[src/rtl/core/epsm_pkg.sv]
`timescale 1ns / 1ps
`default_nettype none
// ----------------------------------------------------------------------------
// epsm_pkg
// Shared constants, types and helpers for the exact pattern stream matcher.
// ----------------------------------------------------------------------------
package epsm_pkg;

	// sizing
	localparam int MAX_PATTERN = 64;
	localparam int IDX_W       = $clog2(MAX_PATTERN);
	localparam int LEN_W       = $clog2(MAX_PATTERN + 1);
	localparam int BYTE_W      = 8;
	localparam int POS_W       = 32;
	localparam int CFG_W       = 7;
	localparam int OP_W        = 2;
	localparam int INDEX_W     = 6;
	// width that holds both a pattern index and the pattern depth
	localparam int CW          = ((IDX_W > INDEX_W) ? IDX_W : INDEX_W) + 1;

	// operation codes of an input beat
	localparam logic [OP_W-1:0] OP_LOAD    = 2'd0;
	localparam logic [OP_W-1:0] OP_TEXT    = 2'd1;
	localparam logic [OP_W-1:0] OP_RESTART = 2'd2;

	// control shared by every cell of the chain
	typedef struct packed {
		logic shift;   // take the text byte of the left neighbor
		logic clear;   // restart: drop held text
		logic rotate;  // take the pattern byte of the right neighbor
	} epsm_cell_ctl_t;

	// length register clamped to 1..MAX_PATTERN
	function automatic logic [LEN_W-1:0] eff_len(input logic [CFG_W-1:0] len);
		logic [LEN_W-1:0] res;
		if (len == '0) begin
			res = LEN_W'(1);
		end else if (32'(len) > 32'(MAX_PATTERN)) begin
			res = LEN_W'(MAX_PATTERN);
		end else begin
			res = LEN_W'(len);
		end
		return res;
	endfunction

endpackage
`default_nettype wire

[src/rtl/core/exact_pattern_stream_matcher_core.sv]
// An accepted text beat passes the stage 1 register, then the output register.
// Throughput: one beat per cycle, any op, while the output keeps up and no realign runs.
// A pattern_length write realigns the pattern chain one cell per cycle, with
// in_ready low while it lasts; equal effective length costs nothing.
// Reset (arst_n low): length 1, position, count and fill cleared, no beats held.
// ----------------------------------------------------------------------------
// exact_pattern_stream_matcher_core
// Streaming exact pattern matcher built as a row of compare cells: text
// shifts through the row, each cell checks its byte against the aligned
// pattern byte, and a full window hit reports start position and count.
// ----------------------------------------------------------------------------
`timescale 1ns / 1ps
`default_nettype none
module exact_pattern_stream_matcher_core import epsm_pkg::*; (
	input  wire logic               clk,
	input  wire logic               arst_n,
	// configuration
	input  wire logic               cfg_wr_en,
	input  wire logic [CFG_W-1:0]   cfg_wr_data,
	// input channel
	input  wire logic               in_valid,
	output logic                    in_ready,
	input  wire logic [OP_W-1:0]    op,
	input  wire logic [INDEX_W-1:0] index,
	input  wire logic [BYTE_W-1:0]  value,
	// output channel
	output logic                    out_valid,
	input  wire logic               out_ready,
	output logic                    is_match,
	output logic [POS_W-1:0]        match_start,
	output logic [POS_W-1:0]        match_count
);

	logic [CFG_W-1:0]  len_q;
	logic [LEN_W-1:0]  len_eff;
	logic [IDX_W-1:0]  base_q;
	logic [IDX_W-1:0]  target_base;
	logic              realign;
	logic [LEN_W-1:0]  fill_q;
	logic [POS_W-1:0]  pos_q;
	logic [POS_W-1:0]  count_q;
	logic [POS_W-1:0]  count_next;
	logic              s1_valid_q;
	logic [POS_W-1:0]  pos_s1;
	logic              s1_adv;
	logic              out_valid_q;
	logic              out_match_q;
	logic [POS_W-1:0]  out_start_q;
	logic [POS_W-1:0]  out_count_q;
	logic              accept;
	logic              text_acc;
	logic              load_acc;
	logic              restart_acc;
	logic              hit;
	logic [POS_W-1:0]  start_calc;
	logic [CW-1:0]     idx_ext;
	logic [CW-1:0]     base_ext;
	logic [CW-1:0]     wr_pos;
	logic              idx_ok;
	epsm_cell_ctl_t    cell_ctl;
	logic [MAX_PATTERN-1:0] wr_sel;
	logic [MAX_PATTERN-1:0] ok_vec;
	logic [BYTE_W-1:0] text_chain [MAX_PATTERN];
	logic [BYTE_W-1:0] pat_chain  [MAX_PATTERN];

	// length register
	always_ff @(posedge clk or negedge arst_n) begin
		if (!arst_n) begin
			len_q <= CFG_W'(1);
		end else if (cfg_wr_en) begin
			len_q <= cfg_wr_data;
		end
	end

	assign len_eff     = eff_len(len_q);
	assign target_base = IDX_W'(len_eff - LEN_W'(1));
	assign realign     = (base_q != target_base);

	// alignment: cell k holds pattern byte (base_q - k) mod MAX_PATTERN
	always_ff @(posedge clk or negedge arst_n) begin
		if (!arst_n) begin
			base_q <= '0;
		end else if (realign) begin
			base_q <= (base_q == '0) ? IDX_W'(MAX_PATTERN - 1) : base_q - IDX_W'(1);
		end
	end

	// handshake
	assign s1_adv      = s1_valid_q && (!out_valid_q || out_ready);
	assign in_ready    = !realign && !(s1_valid_q && !s1_adv);
	assign accept      = in_valid && in_ready;
	assign text_acc    = accept && (op == OP_TEXT);
	assign load_acc    = accept && (op == OP_LOAD);
	assign restart_acc = accept && (op == OP_RESTART);

	// target cell of a pattern load
	assign idx_ext  = CW'(index);
	assign base_ext = CW'(base_q);
	assign idx_ok   = idx_ext < CW'(MAX_PATTERN);
	always_comb begin
		if (idx_ext <= base_ext) begin
			wr_pos = base_ext - idx_ext;
		end else begin
			wr_pos = base_ext + CW'(MAX_PATTERN) - idx_ext;
		end
	end

	assign cell_ctl.shift  = text_acc;
	assign cell_ctl.clear  = restart_acc;
	assign cell_ctl.rotate = realign;

	// chain of cells
	for (genvar k = 0; k < MAX_PATTERN; k++) begin : g_cell
		localparam logic [LEN_W-1:0] K_LEN = LEN_W'(k);
		localparam logic [CW-1:0]    K_POS = CW'(k);
		logic [BYTE_W-1:0] text_src;

		if (k == 0) begin : g_head
			assign text_src = value;
		end else begin : g_body
			assign text_src = text_chain[k-1];
		end

		assign wr_sel[k] = load_acc && idx_ok && (wr_pos == K_POS);

		epsm_cell u_cell (
			.clk      (clk),
			.ctl      (cell_ctl),
			.wr_sel   (wr_sel[k]),
			.wr_data  (value),
			.text_in  (text_src),
			.pat_in   (pat_chain[(k + 1) % MAX_PATTERN]),
			.care     (K_LEN < len_eff),
			.text_out (text_chain[k]),
			.pat_out  (pat_chain[k]),
			.ok       (ok_vec[k])
		);
	end

	// stream position, fill and stage 1 valid
	always_ff @(posedge clk or negedge arst_n) begin
		if (!arst_n) begin
			pos_q      <= '0;
			fill_q     <= '0;
			s1_valid_q <= 1'b0;
		end else begin
			if (restart_acc) begin
				pos_q  <= '0;
				fill_q <= '0;
			end else if (text_acc) begin
				pos_q <= pos_q + POS_W'(1);
				if (fill_q != LEN_W'(MAX_PATTERN)) begin
					fill_q <= fill_q + LEN_W'(1);
				end
			end
			if (text_acc) begin
				s1_valid_q <= 1'b1;
			end else if (s1_adv) begin
				s1_valid_q <= 1'b0;
			end
		end
	end

	// position of the byte in stage 1
	always_ff @(posedge clk) begin
		if (text_acc) begin
			pos_s1 <= pos_q;
		end
	end

	// window decision
	assign hit        = s1_valid_q && (fill_q >= len_eff) && (&ok_vec);
	assign count_next = (hit && (count_q != '1)) ? count_q + POS_W'(1) : count_q;
	assign start_calc = pos_s1 - {{(POS_W-LEN_W){1'b0}}, len_eff - LEN_W'(1)};

	// running match count
	always_ff @(posedge clk or negedge arst_n) begin
		if (!arst_n) begin
			count_q <= '0;
		end else if (restart_acc) begin
			count_q <= '0;
		end else if (s1_adv) begin
			count_q <= count_next;
		end
	end

	// output register
	always_ff @(posedge clk or negedge arst_n) begin
		if (!arst_n) begin
			out_valid_q <= 1'b0;
		end else if (s1_adv) begin
			out_valid_q <= 1'b1;
		end else if (out_ready) begin
			out_valid_q <= 1'b0;
		end
	end

	always_ff @(posedge clk) begin
		if (s1_adv) begin
			out_match_q <= hit;
			out_start_q <= hit ? start_calc : '0;
			out_count_q <= count_next;
		end
	end

	assign out_valid   = out_valid_q;
	assign is_match    = out_match_q;
	assign match_start = out_start_q;
	assign match_count = out_count_q;

endmodule
`default_nettype wire

[src/rtl/core/epsm_cell.sv]
`timescale 1ns / 1ps
`default_nettype none
// ----------------------------------------------------------------------------
// epsm_cell
// One cell of the matcher chain: holds one recent text byte and the pattern
// byte aligned to it, and compares the two.
// ----------------------------------------------------------------------------
module epsm_cell import epsm_pkg::*; (
	input  wire logic              clk,
	input  wire epsm_cell_ctl_t    ctl,
	input  wire logic              wr_sel,
	input  wire logic [BYTE_W-1:0] wr_data,
	input  wire logic [BYTE_W-1:0] text_in,
	input  wire logic [BYTE_W-1:0] pat_in,
	input  wire logic              care,
	output logic      [BYTE_W-1:0] text_out,
	output logic      [BYTE_W-1:0] pat_out,
	output logic                   ok
);

	logic [BYTE_W-1:0] text_q;
	logic [BYTE_W-1:0] pat_q;

	// text shift line stage
	always_ff @(posedge clk) begin
		if (ctl.clear) begin
			text_q <= '0;
		end else if (ctl.shift) begin
			text_q <= text_in;
		end
	end

	// aligned pattern byte: realignment step or direct load
	always_ff @(posedge clk) begin
		if (ctl.rotate) begin
			pat_q <= pat_in;
		end else if (wr_sel) begin
			pat_q <= wr_data;
		end
	end

	// cells beyond the active length always agree
	assign ok       = !care || (text_q == pat_q);
	assign text_out = text_q;
	assign pat_out  = pat_q;

endmodule
`default_nettype wire

[config.mk]
export PLATFORM = sky130hd
export DESIGN_NAME = exact_pattern_stream_matcher_core
export DESIGN_NICKNAME = d
export VERILOG_FILES = /design/src/rtl/core/epsm_pkg.sv /design/src/rtl/core/exact_pattern_stream_matcher_core.sv /design/src/rtl/core/epsm_cell.sv
export SDC_FILE = /design/constraint.sdc
export NUM_CORES = 2
export LEC_CHECK = 0
export BUFFER_PORTS_ARGS = -buffer_cell sky130_fd_sc_hd__buf_2
export CORE_MARGIN = 10
export CORE_UTILIZATION = 25
export DETAILED_ROUTE_END_ITERATION = 6
export PLACE_DENSITY = 0.47
export SETUP_SLACK_MARGIN = 0.15
export SLEW_MARGIN = 20
export SYNTH_ARGS = -nofsm -noshare
export SYNTH_HDL_FRONTEND = slang
export SYNTH_SLANG_ARGS = --single-unit
[constraint.sdc]
create_clock -name clk -period 5.8 [get_ports clk]
set_clock_uncertainty 0.05 [all_clocks]
set_input_delay 0.87 -clock clk [delete_from_list [all_inputs] [get_ports clk]]
set_output_delay 0.87 -clock clk [all_outputs]
set_load 0.01 [all_outputs]
==> run summary <==
Pwr/cell area: 457 nW/µm²
Synth Net Count: 5359
Core box area: 215000 µm²
Critical register-to-register path startpoint: len_q[4]$_DFFE_PN0P_
Power share of the clock group: 0.326
Peak VDD IR: 0.000328 V
R2R Setup Slk: 0.41 ns
Placed instance area: 57700 µm²
Final hold vios: 0
Start point of the critical path: len_q[4]$_DFFE_PN0P_
Seq pwr share: 0.468
Site Rows: 170
First-pass GRT wire length: 259000 µm
Critical Path RT: 6.17 ns
Num ports: 95
# DRC: 0
Top delay family on crit path: simple AND/OR/NAND/NOR gates
Crit path max fanout: 8
Clock sink count: 1207
Share of cells above drive strength 1: 0.0875
Worst setup EP type: flop
Final Instance Area: 62600 µm²
Hold-fix buffers at CTS: 0
Antenna cell count: 0
1st-iter DRT viols: 3321
Lkg Pwr: 29.1 nW
Switching power of the nets: 0.00869 W
Fin cells: 8242
Crit-path max cell delay: 1.01 ns
CTS tree: yes
CP max-delay cell: o21ai_0
R2R Path End: g_cell[27].u_cell.pat_out[1]$_DFFE_PP_
Initial antenna violation count: 8
Largest net degree at the start of global routing: 229
Wirelength per Cell: 21.0 µm
CTS Buf Count: 140
Post-synthesis sequential area ratio: 0.567
Clock-pin slew on the worst setup and hold paths: 0.06 ns
WP buf/inv: 2
Mapped Cells: 5301
# port buffers: 94
Tot Pwr: 0.0286 W
Area Growth Syn to Fin: 15.7%
Die ar.: 236000 µm²
Wl on met1: 79300 µm
Yosys warnings: 0
Grt total ovfl: 0
Fmax: 0.186 GHz
Worst EP arrival: 5.75 ns
CP cell instances: nor3_1, a21oi_1, nor2_1, inv_1, ha_1, nor3b_1, nor2_1, a21oi_1, xnor2_1, or4_1, nor4bb_2, buf_4, o21a_1, nand2_1, o21ai_0
Internal Pwr Total: 0.0199 W
Horiz. Die Dim: 485 µm
Worst-skew pair later-pin latency: 0.80 ns
RSZ-0062 raised after global routing: true
Top layer in use: met4
Slew margin rel.: 0.214
Nets: 5343
Met2 WL post-DR: 80900 µm
DPL Wire Length: 118000 µm
Met3 wire length: 7810 µm
DR vias/cell: 4.75
Avg Inst Size Synth: 10.2 µm²
Post-synth ARST share: 0.0713
Synth Cell Area: 54100 µm²
Post-route ant nets: 0
Routability Congestion: 0.850
Overall routed net length: 173000 µm
Initial Utilization: 0.252
Number of instances in the placed design: 7979
Fillers: 22300
Number of distinct library cells after synthesis: 85
Number of global-route vias before repair: 38600
Fin. max-slew vios: 0
Gr usage total: 0.142
Setup TNS: 0 ns
Tcrit/Tclk final: 0.929
Combinational fraction of design power: 0.206
Worst-Margin Slew: 1.18 ns
Die Ht: 485 µm
Vias after detailed routing: 39200
Number of synthesized flops with an enable pin: 609
Minimum clock period: 5.39 ns
R2r worst-path depth: 15
Max Root-Sink Buffers: 3
Setup Crit Path Kind: reg -> reg
Seq cells post-synth: 1207
Router iterations before antenna repair: 5
Endpoints failing setup: 0
CP startpoint kind: flop
Min-delay worst type: in -> async
Top FF cell, synth: edfxtp_1
Commonest non-fill, non-tap cells in the layout: nand2_1 (1162), edfxtp_1 (609), nand3_1 (560)
H-tree Lvls: 4
Status: completed
Max Cap Viol: 0
Root buffer cell: clkbuf_16
Fin util: 0.291
Sw Ratio: 0.304
Commonest non-fill, non-tap cell in the layout: nand2_1
## routing by layer
layer | vias to the layer above | GRT usage
met4 | 0 | 0.0477
met5 | - | 0
met1 | 19500 | 0.193
met2 | 959 | 0.232
li1 | 18500 | -
met3 | 231 | 0.0219
## stage by stage
| step | worst slack [ns] | hold slack [ns] |
|---|---|---|
| 4_1_cts | 0.205 | 0.0793 |
| 5_1_grt | 0.111 | 0.121 |
| 6_report | 0.414 | 0.0910 |
| 3_5_place_dp | 0.460 | 0.411 |
| 3_3_place_gp | 0.434 | 0.401 |
| 2_1_floorplan | 1.32 | 0.390 |
## power by group through the flow
stage / combinational, W / sequential (W) / clock (W)
floorplan: 0.00401 / 0.0128 / 0
CTS: 0.00592 / 0.0134 / 0.00955
finish: 0.00589 / 0.0134 / 0.00932
global placement: 0.00585 / 0.0136 / 0
detailed placement: 0.00584 / 0.0135 / 0
global route: 0.00640 / 0.0136 / 0.00989
## what timing repair did
item,CTS,global route
setup endpoints to repair,0,41
buffers inserted,0,2
resized for setup,0,3
## worst max-delay path by stage
stage / to / cells after the start
2_1_floorplan: g_cell[36].u_cell.pat_out[0]$_DFFE_PP_ / 16
4_1_cts: in_ready / 13
3_3_place_gp: g_cell[24].u_cell.pat_out[5]$_DFFE_PP_ / 15
5_1_grt: g_cell[9].u_cell.pat_out[3]$_DFFE_PP_ / 16
6_report: g_cell[27].u_cell.pat_out[1]$_DFFE_PP_ / 15
3_5_place_dp: g_cell[24].u_cell.pat_out[7]$_DFFE_PP_ / 15
## kinds of logic after synthesis
group | Yosys count | synth area share
adders and majority gates | 30 | 0.00721
xor gates and xnor gates | 578 | 0.0935
buffers and inverters | 407 | 0.0320
muxes | 34 | 0.00647
DFF | 1207 | 0.567
and+or+nand+nor | 2217 | 0.187
AOI/OAI and AO/OA | 828 | 0.106
## cell type report
type	instances	area (µm²)	area share
timing repair buffer	195	1510	0.0240
sequential	1207	30700	0.490
tap	2838	3550	0.0567
multi-input combinational	3687	21800	0.348
inverter	54	203	0.00324
clock inverter	59	933	0.0149
clock buffer	202	3940	0.0629
## state kept, by name, indices dropped and copies added, names as in the netlist
signal                  flops
match_count                32
s1_valid_q                  1
match_start                32
pos_s1                     32
base_q                      6
g_cell.u_cell.text_out    512
fill_q                      7
g_cell.u_cell.pat_out     512
count_q                    32
is_match                    1
len_q                       7
pos_q                      32
out_valid                   1
## synth_stat cells (10+ instances only)
cell      number  area [µm²]
a21o_1       521        3910
a21oi_1       77         385
a22oi_1       10        75.1
a31o_2        13         114
and2_1        23         144
and3_1        17         106
buf_1         25        93.8
buf_2        160         801
clkbuf_1     167         627
dfrtp_1       85        2130
dfxtp_1      512       10200
edfxtp_1     609       18300
ha_1          28         350
inv_1         52         195
mux2i_1       26         260
nand2_1     1162        4360
nand2b_1      25         156
nand3_1      560        2800
nand4_1       91         569
nor2_1        81         304
nor3_1        59         295
nor3b_1       11        82.6
nor4_1       116         726
o21ai_0       92         460
o21ai_1       34         170
o22ai_1       10        62.6
or3_1         21         131
xnor2_1      218        1910
xor2_1       360        3150
(Power assumes the default switching activity.)
